$ cat config.mk
export PLATFORM = sky130hd
export DESIGN_NAME = serial_command_line_parser_core
export DESIGN_NICKNAME = d
export VERILOG_FILES = /design/src/rtl/scl_pkg.sv /design/src/rtl/serial_command_line_parser_core.sv /design/src/rtl/scl_argchk.sv /design/src/rtl/scl_seq.sv
export SDC_FILE = /design/constraint.sdc
export NUM_CORES = 1
export LEC_CHECK = 0
export ABC_CLOCK_PERIOD_IN_PS = 4900
export BUFFER_PORTS_ARGS = -buffer_cell sky130_fd_sc_hd__clkbuf_2
export CORE_MARGIN = 8
export CORE_UTILIZATION = 45
export DETAILED_ROUTE_END_ITERATION = 10
export PLACE_DENSITY = 0.65
export SETUP_SLACK_MARGIN = 0.1
export SYNTH_ARGS = -nofsm -noshare
export SYNTH_HDL_FRONTEND = slang
export SYNTH_SLANG_ARGS = --single-unit
$ cat constraint.sdc
create_clock -name clk -period 4.9 [get_ports clk]
set_input_delay 0.245 -clock clk [delete_from_list [all_inputs] [get_ports clk]]
set_output_delay 0.245 -clock clk [all_outputs]
set_load 0.005 [all_outputs]
$ cat src/rtl/scl_pkg.sv
// Shared types and constants for the serial command line parser.
package scl_pkg;

	localparam int BYTE_W  = 8;
	localparam int ARG_W   = 7;
	localparam int IDX_W   = 4;
	localparam int CNT_W   = 3;
	localparam int BUF_LEN = 6;

	localparam logic [BYTE_W-1:0] CH_ESC = 8'h1B;
	localparam logic [BYTE_W-1:0] CH_CR  = 8'h0D;
	localparam logic [BYTE_W-1:0] CH_LF  = 8'h0A;
	localparam logic [BYTE_W-1:0] CH_AT  = 8'h40;

	typedef enum logic [3:0] {
		ACT_NONE       = 4'd0,
		ACT_ECHO       = 4'd1,
		ACT_PIN_READ   = 4'd2,
		ACT_PIN_SET    = 4'd3,
		ACT_PIN_CLEAR  = 4'd4,
		ACT_PORT_READ  = 4'd5,
		ACT_PORT_WRITE = 4'd6,
		ACT_LCD_CHAR   = 4'd7,
		ACT_CURSOR     = 4'd8,
		ACT_DATE       = 4'd9,
		ACT_TIME       = 4'd10,
		ACT_ERROR      = 4'd11
	} action_t;

	typedef logic [BUF_LEN-1:0][BYTE_W-1:0] fbuf_t;

	typedef struct packed {
		action_t             action;
		logic [ARG_W-1:0]    arg_a;
		logic [ARG_W-1:0]    arg_b;
		logic [ARG_W-1:0]    arg_c;
		logic [BYTE_W-1:0]   data_byte;
	} result_t;

	// Decoded argument fields and their checks; command families share fields such as port and dec0..dec2
	typedef struct packed {
		logic                port_ok;
		logic                pin_ok;
		logic                wr_ok;
		logic                cursor_ok;
		logic                date_ok;
		logic                time_ok;
		logic [ARG_W-1:0]    port;
		logic [ARG_W-1:0]    pin;
		logic [BYTE_W-1:0]   wr_byte;
		logic [ARG_W-1:0]    row;
		logic [ARG_W-1:0]    col;
		logic [ARG_W-1:0]    dec0;
		logic [ARG_W-1:0]    dec1;
		logic [ARG_W-1:0]    dec2;
	} args_t;

endpackage

$ cat src/rtl/serial_command_line_parser_core.sv
// Top level of the serial command line parser: input register, parser, result register.
//
// Takes one received byte per word on the in channel and returns exactly one result
// word per byte on the out channel. A byte is registered on acceptance and decoded
// against the parser state into the result register once that register is empty or
// its word leaves, so one byte can be taken every cycle while out_ready is high.
// While a finished result waits to be taken, the input register can still take one
// more byte; after that in_ready stays low until the waiting result leaves.
// ESC resets the parser at once; CR is handled as LF. After reset the parser waits
// for a command byte; no setup is needed.
module serial_command_line_parser_core (
	input  logic                              clk,
	input  logic                              arst_n,
	input  logic                              in_valid,
	output logic                              in_ready,
	input  logic [scl_pkg::BYTE_W-1:0]        rx_byte,
	output logic                              out_valid,
	input  logic                              out_ready,
	output logic [3:0]                        action,
	output logic [scl_pkg::ARG_W-1:0]         arg_a,
	output logic [scl_pkg::ARG_W-1:0]         arg_b,
	output logic [scl_pkg::ARG_W-1:0]         arg_c,
	output logic [scl_pkg::BYTE_W-1:0]        data_byte
);

	logic                       valid_s1, valid_s2;
	logic [scl_pkg::BYTE_W-1:0] rx_byte_s1;
	scl_pkg::result_t           res, result_s2;
	scl_pkg::fbuf_t             fbuf;
	scl_pkg::args_t             args;
	logic                       load_s2, in_take;

	assign load_s2  = valid_s1 && (!valid_s2 || out_ready);
	assign in_ready = !valid_s1 || load_s2;
	assign in_take  = in_valid && in_ready;

	always_ff @(posedge clk or negedge arst_n) begin
		if (!arst_n) begin
			valid_s1 <= 1'b0;
			valid_s2 <= 1'b0;
		end else begin
			valid_s1 <= in_take || (valid_s1 && !load_s2);
			valid_s2 <= load_s2 || (valid_s2 && !out_ready);
		end
	end

	always_ff @(posedge clk) begin
		if (in_take) begin
			rx_byte_s1 <= rx_byte;
		end
		if (load_s2) begin
			result_s2 <= res;
		end
	end

	scl_argchk u_argchk (
		.fbuf (fbuf),
		.args (args)
	);

	scl_seq u_seq (
		.clk     (clk),
		.arst_n  (arst_n),
		.step    (load_s2),
		.rx_byte (rx_byte_s1),
		.args    (args),
		.fbuf    (fbuf),
		.res     (res)
	);

	assign out_valid = valid_s2;
	assign action    = result_s2.action;
	assign arg_a     = result_s2.arg_a;
	assign arg_b     = result_s2.arg_b;
	assign arg_c     = result_s2.arg_c;
	assign data_byte = result_s2.data_byte;

endmodule

$ cat src/rtl/scl_argchk.sv
// Argument decode and range checks over the field buffer.
module scl_argchk (
	input  scl_pkg::fbuf_t fbuf,
	output scl_pkg::args_t args
);

	function automatic logic is_digit(input logic [7:0] c);
		is_digit = c inside {[8'h30:8'h39]};
	endfunction

	function automatic logic is_hex(input logic [7:0] c);
		is_hex = (c inside {[8'h30:8'h39]}) || (c inside {[8'h61:8'h66]});
	endfunction

	// only meaningful when is_hex holds; 'a' has low nibble 1
	function automatic logic [3:0] hex_val(input logic [7:0] c);
		hex_val = (c[6]) ? 4'(c[3:0] + 4'd9) : c[3:0];
	endfunction

	function automatic logic [6:0] dec_val(input logic [7:0] hi, input logic [7:0] lo);
		dec_val = 7'({hi[3:0], 3'b000}) + 7'({hi[3:0], 1'b0}) + 7'(lo[3:0]);
	endfunction

	logic       all_dig;
	logic [4:0] mdays;
	logic [6:0] yr, mon, day;

	always_comb begin
		all_dig = 1'b1;
		for (int i = 0; i < scl_pkg::BUF_LEN; i++) begin
			all_dig = all_dig & is_digit(fbuf[i]);
		end
	end

	assign yr  = dec_val(fbuf[0], fbuf[1]);
	assign mon = dec_val(fbuf[2], fbuf[3]);
	assign day = dec_val(fbuf[4], fbuf[5]);

	always_comb begin
		if (mon == 7'd2) begin
			mdays = (yr[1:0] == 2'b00) ? 5'd29 : 5'd28;
		end else if (mon == 7'd4 || mon == 7'd6 || mon == 7'd9 || mon == 7'd11) begin
			mdays = 5'd30;
		end else begin
			mdays = 5'd31;
		end
	end

	always_comb begin
		args.port_ok   = fbuf[0] inside {[8'h30:8'h33]};
		args.pin_ok    = fbuf[1] inside {[8'h30:8'h37]};
		args.wr_ok     = is_hex(fbuf[1]) && is_hex(fbuf[2]);
		args.cursor_ok = is_hex(fbuf[0]) && is_hex(fbuf[1]);
		args.date_ok   = all_dig && (mon != 7'd0) && (mon <= 7'd12)
			&& (day != 7'd0) && (day <= 7'(mdays));
		args.time_ok   = all_dig && (yr < 7'd24) && (mon < 7'd60) && (day < 7'd60);
		args.port      = 7'(fbuf[0][1:0]);
		args.pin       = 7'(fbuf[1][2:0]);
		args.wr_byte   = {hex_val(fbuf[1]), hex_val(fbuf[2])};
		args.row       = 7'(hex_val(fbuf[0]));
		args.col       = 7'(hex_val(fbuf[1]));
		args.dec0      = yr;
		args.dec1      = mon;
		args.dec2      = day;
	end

endmodule

$ cat src/rtl/scl_seq.sv
// Command sequencer: parser state, field buffer and per-byte action decode.
module scl_seq (
	input  logic                          clk,
	input  logic                          arst_n,
	input  logic                          step,
	input  logic [scl_pkg::BYTE_W-1:0]    rx_byte,
	input  scl_pkg::args_t                args,
	output scl_pkg::fbuf_t                fbuf,
	output scl_pkg::result_t              res
);

	localparam logic [3:0] CMD_IDLE       = 4'd0;
	localparam logic [3:0] CMD_PIN_READ   = 4'd1;
	localparam logic [3:0] CMD_PIN_SET    = 4'd2;
	localparam logic [3:0] CMD_PIN_CLEAR  = 4'd3;
	localparam logic [3:0] CMD_PORT_READ  = 4'd4;
	localparam logic [3:0] CMD_PORT_WRITE = 4'd5;
	localparam logic [3:0] CMD_CURSOR     = 4'd6;
	localparam logic [3:0] CMD_LCD        = 4'd7;
	localparam logic [3:0] CMD_DATE       = 4'd8;
	localparam logic [3:0] CMD_TIME       = 4'd9;
	localparam logic [3:0] CMD_FAILED     = 4'd15;

	localparam logic [7:0] KEY_PIN_READ   = 8'h62; // b
	localparam logic [7:0] KEY_PIN_SET    = 8'h73; // s
	localparam logic [7:0] KEY_PIN_CLEAR  = 8'h63; // c
	localparam logic [7:0] KEY_PORT_READ  = 8'h70; // p
	localparam logic [7:0] KEY_PORT_WRITE = 8'h77; // w
	localparam logic [7:0] KEY_CURSOR     = 8'h6D; // m
	localparam logic [7:0] KEY_LCD        = 8'h6C; // l
	localparam logic [7:0] KEY_DATE       = 8'h64; // d
	localparam logic [7:0] KEY_TIME       = 8'h74; // t

	// bytes after each command letter, closing LF included; idle and LCD take one byte at a time
	function automatic logic [2:0] cmd_len(input logic [3:0] idx);
		case (idx)
			CMD_IDLE:       cmd_len = 3'd1;
			CMD_PIN_READ:   cmd_len = 3'd3;
			CMD_PIN_SET:    cmd_len = 3'd3;
			CMD_PIN_CLEAR:  cmd_len = 3'd3;
			CMD_PORT_READ:  cmd_len = 3'd2;
			CMD_PORT_WRITE: cmd_len = 3'd4;
			CMD_CURSOR:     cmd_len = 3'd3;
			CMD_LCD:        cmd_len = 3'd1;
			CMD_DATE:       cmd_len = 3'd7;
			CMD_TIME:       cmd_len = 3'd7;
			default:        cmd_len = 3'd0;
		endcase
	endfunction

	logic [3:0] idx_q, idx_d;
	logic [2:0] cnt_q, cnt_d, cnt_inc;
	scl_pkg::fbuf_t fbuf_q;
	logic [7:0] c;
	logic       wr_en;
	logic [2:0] wr_idx;
	logic       failed, run_fail;

	assign fbuf = fbuf_q;
	assign c = (rx_byte == scl_pkg::CH_CR) ? scl_pkg::CH_LF : rx_byte;
	assign cnt_inc = cnt_q + 3'd1;
	assign wr_idx = cnt_inc - 3'd1;

	always_comb begin
		res      = '0;
		idx_d    = idx_q;
		cnt_d    = cnt_q;
		wr_en    = 1'b0;
		failed   = 1'b0;
		run_fail = 1'b0;
		if (rx_byte == scl_pkg::CH_ESC) begin
			idx_d = CMD_IDLE;
			cnt_d = '0;
		end else begin
			if (idx_q > CMD_TIME) begin
				failed = 1'b1;
			end else begin
				cnt_d = cnt_inc;
				if (cnt_inc == cmd_len(idx_q)) begin
					if (idx_q == CMD_IDLE) begin
						cnt_d = '0;
						case (c)
							scl_pkg::CH_LF:  idx_d = CMD_IDLE;
							KEY_PIN_READ:    idx_d = CMD_PIN_READ;
							KEY_PIN_SET:     idx_d = CMD_PIN_SET;
							KEY_PIN_CLEAR:   idx_d = CMD_PIN_CLEAR;
							KEY_PORT_READ:   idx_d = CMD_PORT_READ;
							KEY_PORT_WRITE:  idx_d = CMD_PORT_WRITE;
							KEY_CURSOR:      idx_d = CMD_CURSOR;
							KEY_LCD:         idx_d = CMD_LCD;
							KEY_DATE:        idx_d = CMD_DATE;
							KEY_TIME:        idx_d = CMD_TIME;
							scl_pkg::CH_AT: begin
								res.action    = scl_pkg::ACT_ECHO;
								res.data_byte = scl_pkg::CH_AT;
							end
							default: begin
								cnt_d    = cnt_inc;
								run_fail = 1'b1;
							end
						endcase
					end else if (idx_q == CMD_LCD) begin
						cnt_d = '0;
						if (c == scl_pkg::CH_LF) begin
							idx_d = CMD_IDLE;
						end else begin
							res.action    = scl_pkg::ACT_LCD_CHAR;
							res.data_byte = c;
						end
					end else if (c != scl_pkg::CH_LF) begin
						run_fail = 1'b1;
					end else begin
						case (idx_q)
							CMD_PIN_READ, CMD_PIN_SET, CMD_PIN_CLEAR: begin
								run_fail = !(args.port_ok && args.pin_ok);
								res.action = (idx_q == CMD_PIN_READ) ? scl_pkg::ACT_PIN_READ :
									(idx_q == CMD_PIN_SET) ? scl_pkg::ACT_PIN_SET :
									scl_pkg::ACT_PIN_CLEAR;
								res.arg_a = args.port;
								res.arg_b = args.pin;
							end
							CMD_PORT_READ: begin
								run_fail   = !args.port_ok;
								res.action = scl_pkg::ACT_PORT_READ;
								res.arg_a  = args.port;
							end
							CMD_PORT_WRITE: begin
								run_fail      = !(args.port_ok && args.wr_ok);
								res.action    = scl_pkg::ACT_PORT_WRITE;
								res.arg_a     = args.port;
								res.data_byte = args.wr_byte;
							end
							CMD_CURSOR: begin
								run_fail   = !args.cursor_ok;
								res.action = scl_pkg::ACT_CURSOR;
								res.arg_a  = args.col;
								res.arg_b  = args.row;
							end
							CMD_DATE: begin
								run_fail   = !args.date_ok;
								res.action = scl_pkg::ACT_DATE;
								res.arg_a  = args.dec0;
								res.arg_b  = args.dec1;
								res.arg_c  = args.dec2;
							end
							CMD_TIME: begin
								run_fail   = !args.time_ok;
								res.action = scl_pkg::ACT_TIME;
								res.arg_a  = args.dec0;
								res.arg_b  = args.dec1;
								res.arg_c  = args.dec2;
							end
							default: run_fail = 1'b1;
						endcase
						if (!run_fail) begin
							idx_d = CMD_IDLE;
							cnt_d = '0;
						end
					end
					if (run_fail) begin
						res    = '0;
						idx_d  = CMD_FAILED;
						failed = 1'b1;
					end
				end else if (c == scl_pkg::CH_LF) begin
					failed = 1'b1;
				end else if (cnt_inc >= 3'd1 && cnt_inc <= 3'(scl_pkg::BUF_LEN)) begin
					wr_en = 1'b1;
				end
			end
			// a failed line reports once its LF arrives
			if (failed && c == scl_pkg::CH_LF) begin
				res        = '0;
				res.action = scl_pkg::ACT_ERROR;
				idx_d      = CMD_IDLE;
				cnt_d      = '0;
			end
		end
	end

	always_ff @(posedge clk or negedge arst_n) begin
		if (!arst_n) begin
			idx_q <= CMD_IDLE;
			cnt_q <= '0;
		end else if (step) begin
			idx_q <= idx_d;
			cnt_q <= cnt_d;
		end
	end

	always_ff @(posedge clk) begin
		for (int i = 0; i < scl_pkg::BUF_LEN; i++) begin
			if (step && wr_en && wr_idx == 3'(i)) begin
				fbuf_q[i] <= c;
			end
		end
	end

endmodule

# Word level (Yosys, flattened, before mapping)
# Memories as Yosys holds them, arrays and structs flattened.
# Index checks and enable logic that the tools add are counted.
[op_classes]
add_sub_neg = 11
magnitude_cmp = 28
eq_ne = 39
n_mux = 74
bitwise_logic = 7
n_reduce_logical = 69
[ops]
columns = ["cell", "n"]
rows = [
  ["$mux W33", 5],
  ["$eq A8 B7 Y1 const B", 10],
  ["$pmux W11 S6", 1],
  ["$le A8 B6 Y1 const B", 8],
  ["$mux W4", 16],
  ["$ge A8 B6 Y1 const B", 6],
  ["$mux W21", 2],
  ["$mux W8", 5],
  ["$pmux W4 S10", 1],
  ["$mux W3", 13],
  ["$logic_and A1 B1 Y1", 35],
  ["$mux W1", 26],
  ["$ge A8 B7 Y1 const B", 3],
  ["$le A8 B7 Y1 const B", 3],
  ["$add A7 B4 Y7", 3],
  ["$add A7 B5 Y7", 3],
  ["$pmux W7 S3", 1],
  ["$eq A4 B3 Y1 const B", 4],
  ["$eq A8 B4 Y1 const B", 2],
  ["$eq A7 B3 Y1 const B", 2],
  ["$eq A7 B4 Y1 const B", 2],
  ["$lt A7 B6 Y1 const B", 2],
  ["$mux W7", 2],
  ["$ne A14 B13 Y1 const B", 1],
  ["other kinds (42)", 72],
]
[word_totals]
register_bits = 98
mem_bits_ro = 48
input_bits = 12
elab_cells = 246
memories = 1
[mem_list]
columns = ["memory", "depth", "word_bits", "rd", "rd_ports_with_merged_regs", "write_ports", "line_no", "text"]
rows = [
  ["(no name shown)", 16, 3, 1, 0, 0, "scl_seq.sv:36", "case (idx)"],
]

# Longest topological paths before layout
[depth]
word_depth = 32
depth_mapped = 18
depth_no_buf = 18

# By module
# From an unflattened synthesis, not the netlist that was laid out.
[unflattened]
hier_cells = 572
area_unflattened_um2 = 6138.4
[by_module_without_submodules]
columns = ["module", "n_inst", "cells_per_inst", "area_each_um2", "seq_area_each_um2"]
rows = [
  ["scl_seq", 1, 318, 3249.4, 1616.6],
  ["scl_argchk", 1, 205, 1554.0, 0.0],
  ["serial_command_line_parser_core", 1, 49, 1335.0, 1281.2],
]

# Worst setup path before layout
# OpenSTA, ideal clock, no wires.
[synth_timing]
path_type = "register to register"
from = "reg u_seq.fbuf_q (netlist bit u_seq.fbuf[16])"
to = "reg result_s2 (netlist bit arg_a[0]) (data pin)"
arrival_ns = 3.762
slack_ns = 0.991
stages_incl_launch_ff = 17
cell_sequence = "edfxtp_1 inv_1 fa_1 fa_1 nand2b_1 a21oi_1 xor2_1 nor3_1 and4b_1 ha_1 a21o_1 a311oi_1 a31oi_1 a211oi_4 o21ai_2 nor3_4 a21boi_1"
[synth_via]
elab_chain_cells = 30
[synth_lines]
columns = ["item", "line_no", "text"]
rows = [
  ["start, declared", "scl_seq.sv:53", "scl_pkg::fbuf_t fbuf_q;"],
  ["start signal, assigned by index", "scl_seq.sv:194", "fbuf_q[i] <= c;"],
  ["$add A7 B5 Y7 (tied with other cells)", "scl_argchk.sv:21", "dec_val = 7'({hi[3:0], 3'b000}) + 7'({hi[3:0], 1'b0}) + 7'(lo[3:0]);"],
  ["$add A7 B4 Y7 or $logic_and A1 B1 Y1 (tied branches)", "scl_argchk.sv:21, scl_argchk.sv:8, scl_argchk.sv:12", ""],
  ["$eq A7 B3 Y1 or $and A1 B1 Y1 (tied branches)", "scl_argchk.sv:42, scl_argchk.sv:31", ""],
  ["$logic_or A1 B1 Y1 or $and A1 B1 Y1 (tied branches) (3 in series)", "scl_argchk.sv:42, scl_argchk.sv:31", ""],
  ["$mux W1 or $logic_and A1 B1 Y1 (tied branches)", "scl_argchk.sv:42, scl_argchk.sv:54", ""],
  ["$mux W2 or $logic_and A1 B1 Y1 (tied branches)", "scl_argchk.sv:40, scl_argchk.sv:54", ""],
  ["$le A7 B5 Y1 or $logic_and A1 B1 Y1 (tied branches)", "scl_argchk.sv:55", "&& (day != 7'd0) && (day <= 7'(mdays));"],
  ["$logic_and A1 B1 Y1", "scl_argchk.sv:55", ""],
  ["[12 not listed]", "-", ""],
  ["$mux W1 *", "scl_seq.sv:75", "if (idx_q > CMD_TIME) begin"],
  ["$mux W1 *", "scl_seq.sv:71", "if (rx_byte == scl_pkg::CH_ESC) begin"],
  ["$mux W1", "scl_seq.sv:160", "if (run_fail) begin"],
  ["$mux W1", "scl_seq.sv:79", "if (cnt_inc == cmd_len(idx_q)) begin"],
  ["$mux W1", "scl_seq.sv:75", ""],
  ["$mux W1", "scl_seq.sv:71", ""],
  ["$logic_and A1 B1 Y1", "scl_seq.sv:172", "if (failed && c == scl_pkg::CH_LF) begin"],
  ["$reduce_or A8 Y1 (no line) *", "-", ""],
  ["end signal, assigned", "serial_command_line_parser_core.sv:52", "result_s2 <= res;"],
  ["end, declared", "serial_command_line_parser_core.sv:28", "scl_pkg::result_t res, result_s2;"],
]
# Every way passes the cells marked *; elsewhere a longest branch is shown, timed or not. The select of a mux whose other input is x is not followed.
# A chain may end at the register's enable or synchronous reset.

# Final worst setup path
[layout_timing]
from = "reg u_seq.fbuf_q (netlist bit u_seq.fbuf[16])"
to = "reg result_s2 (netlist bit arg_a[6]) (data pin)"
# The elaborated chain is that of the path after synthesis.

==> summary.txt <==
Global route
  – Initial antenna violation count: 0
  – Number of global-route vias before repair: a little under 4000
  – Global-route wire length before repair: 20710 µm
  – GRT Util Overall: 16.14%
  – Largest net degree at the start of global routing: 37
  – Remaining Overflow, GRT: 0

Floorplan
  – Placeable Area: 12520 µm²
  – Initial Utilization: 45.78%
  – I/O pin cnt: 47
  – Die Y: 128.8 µm
  – Row Count: 41
  – DIE AREA: 16600 µm²
  – Die width: 128.8 µm

Detailed routing
  – DR vias/cell: between 5 and 6
  – DR vias: 4166
  – Antenna viol nets, final: 0
  – DR iter-0 viols: just over 500
  – DRC violations left: 0
  – Post-Route WL: ~13000 µm
  – Routed WL per cell: 17.97 µm
  – DR pass1 iterations: 5

Timing
  – Max-slew headroom: 44.82%
  – Skew final: 0.01034 ns
  – Min Clock Period, post-route: 4.481 ns
  – Period utilisation layout: roughly 90%
  – Hold Vio Cnt, Final: 0
  – Pin slew with the least headroom to its limit: 0.8277 ns
  – Setup WS post-layout: 0.4191 ns
  – Setup TNS: 0 ns
  – Fmax: 223.2 MHz
  – Slew Limit Fails: 0
  – RSZ-0062 raised after global routing: false
  – Setup-failing EPs final: 0

Pwr
  – IR drop worst, VDD: 0.0001926 V
  – Power Dens Cells: 442.3 nW/µm²
  – Static leakage: 2.513 nW

Clock tree
  – Clock sink count: between 90 and 100
  – H-tree depth: 3
  – CTS max path bufs: 2
  – Clock-pin slew on the worst setup and hold paths: about 0.070 ns
  – Worst-Skew Late Latency: 0.34 ns
  – CTS Buf Count: 9
  – Post-CTS Setup Bufs: 0
  – Root Driver: clkbuf_16
  – CTS tree: yes

Synth
  – Flops & latches, synth: 98
  – Cell Area, Synth: 5730 µm²
  – Post-synth EDFFs: 89
  – Gate count after technology mapping: 513
  – Ys flop type: edfxtp_1
  – Sequential-to-total area share from yosys stat: 50.57%
  – Cell variety after synth: 74
  – Mapped Avg Cell Area: 11.17 µm²
  – Synth warn: 0
  – FFs w/ async S/R, synth: 9.184%

Place
  – Placed Area: between 6000 and 7000 µm²
  – Hpwl dp: 9753 µm
  – DP Worst Slack: 0.4945 ns
  – Port Buffers: 46
  – Gpl congestion: 0.8661
  – DP Cell Count: between 700 and 800

Worst setup path
  – Critical Path AT: 4.66 ns
  – Worst Setup SP: u_seq.fbuf[16]
  – Critical Path Start Type: flop
  – Critical Path Sink Type: flop
  – Req. time, crit path: 5.08 ns
  – Launching point of the worst reg2reg path: u_seq.fbuf[16]
  – Critical Path Fanout Max: 9
  – Critical path class: flop to flop

Hold path
  – Hold Crit Start: rx_byte[1]
  – Hold crit path type: input port to flop

Job
  – Max Cap Violations: 0

Finish
  – Number of fill cells: around 1100
  – Final Non-Filler Cells: 728
  – Design area: about 6400 µm²
  – Multi-input gate area: 2630 µm²
  – FF+latch area: 2898 µm²
  – Share of cells above drive strength 1: 14.21%
  – Ant. Diodes: 0
  – Synth-to-Final Area Change: 12.36%
  – Nets@finish: 610

Status
  – Status: completed
[cell usage after synthesis, types with 12 or more instances]
cell type | count | area, µm²
a21oi_1 | 12 | 60.06
xnor2_1 | 12 | 105.1
ha_1 | 41 | 513.0
clkbuf_1 | 21 | 78.83
o21ai_0 | 21 | 105.1
edfxtp_1 | 89 | 2673
a22oi_1 | 12 | 90.09
and3_1 | 16 | 100.1
nand2_1 | 38 | 142.6
inv_1 | 31 | 116.4
nor2_1 | 34 | 127.6
nor3_1 | 12 | 60.06
[cell usage in the layout (no fill, tap or decap), drive strengths merged, types with 12 or more instances in the layout]
| cell type | netlist | layout |
|---|---|---|
| o21ai | 23 | 23 |
| and3 | 16 | 16 |
| ha | 41 | 41 |
| edfxtp | 89 | 89 |
| nor2 | 34 | 34 |
| clkbuf | 21 | 55 |
| a22oi | 12 | 12 |
| a21oi | 12 | 12 |
| inv | 31 | 32 |
| nand2 | 38 | 38 |
| xnor2 | 12 | 12 |
| nand3 | 13 | 13 |
| nor3 | 13 | 13 |
[kinds of logic after synthesis]
family	share of synthesized area, %
adder cells (fa/ha/maj)	11.22
AND/OR/NAND/NOR	17.82
multiplexers	0.1747
XOR/XNOR	3.057
other	0.06544
AO/OA/AOI/OAI	13.41
flip-flops	50.57
buffers and inverters	3.690
[final timing paths]
check / endpoint / slack (ns) / cells past startpoint
worst min register to register: out_valid / 0.49 / 1
worst min-delay path: rx_byte_s1[1] / 0.08 / 1
worst max register to register: arg_a[6] / 0.42 / 16
max in group asynchronous: u_seq.cnt_q[2] / 4.33 / 2
min in group asynchronous: u_seq.idx_q[1] / 0.34 / 2
worst max-delay path: arg_a[6] / 0.42 / 16
[worst max-delay path, stage by stage (launching register included)]
cell      delay [ns]
edfxtp_1        0.44
inv_1           0.14
fa_1            0.54
fa_1            0.48
nand2b_1        0.16
a21oi_1         0.15
xor2_1          0.25
nor3_2          0.10
and4b_1         0.20
ha_1            0.30
a21o_1          0.16
a311oi_1        0.25
a31oi_1         0.23
a211oi_4        0.25
o21a_2          0.28
nand3_2         0.19
nor3_1          0.19
[state kept, by name (all words and copies together) (netlist names)]
signal	count
arg_c	7
u_seq.idx_q	4
rx_byte_s1	8
arg_a	7
u_seq.cnt_q	3
arg_b	7
u_seq.fbuf	48
action	4
data_byte	8
valid_s1	1
out_valid	1
[where the power goes]
group / total (mW) / leakage (nW) / internal (mW) / switching (mW)
sequential: 1.22 / 0.946 / 1.03 / 0.197
clock: 0.747 / 0.157 / 0.446 / 0.301
combinational: 0.876 / 1.41 / 0.353 / 0.523
[layout make-up]
type,count,share of cell area [%]
clock buffer,9,3.498
clock inverter,7,1.419
inverter,31,1.807
multi-input combinational,361,40.85
sequential,98,45.01
tap,172,3.342
timing repair buffer,50,4.081
[layer usage]
metal,GRT usage [%],share of wire [%]
met5,0,0
met4,7.049,2.8
met3,3.227,7.6
met2,25.22,45
met1,21.33,44
[what timing repair did]
item / 4_1_cts / 5_1_grt
endpoints found under the hold margin: 9 / 0
resized for setup: 0 / 1
hold buffers: 1 / 0
endpoints found under the setup margin: 0 / 5
[per-stage QoR]
step | hold WS (ns) | power [mW] | util (%)
4_1_cts | 0.06717 | 2.845 | 51.40
2_1_floorplan | -0.05059 | 1.847 | -
3_5_place_dp | 0.1406 | 2.098 | 48.79
5_1_grt | 0.06723 | 3.009 | 51.44
6_report | 0.07776 | 2.848 | 51.44
3_3_place_gp | 0.1392 | 2.068 | 48.79
No activity file was read; power rests on OpenSTA's default activity.
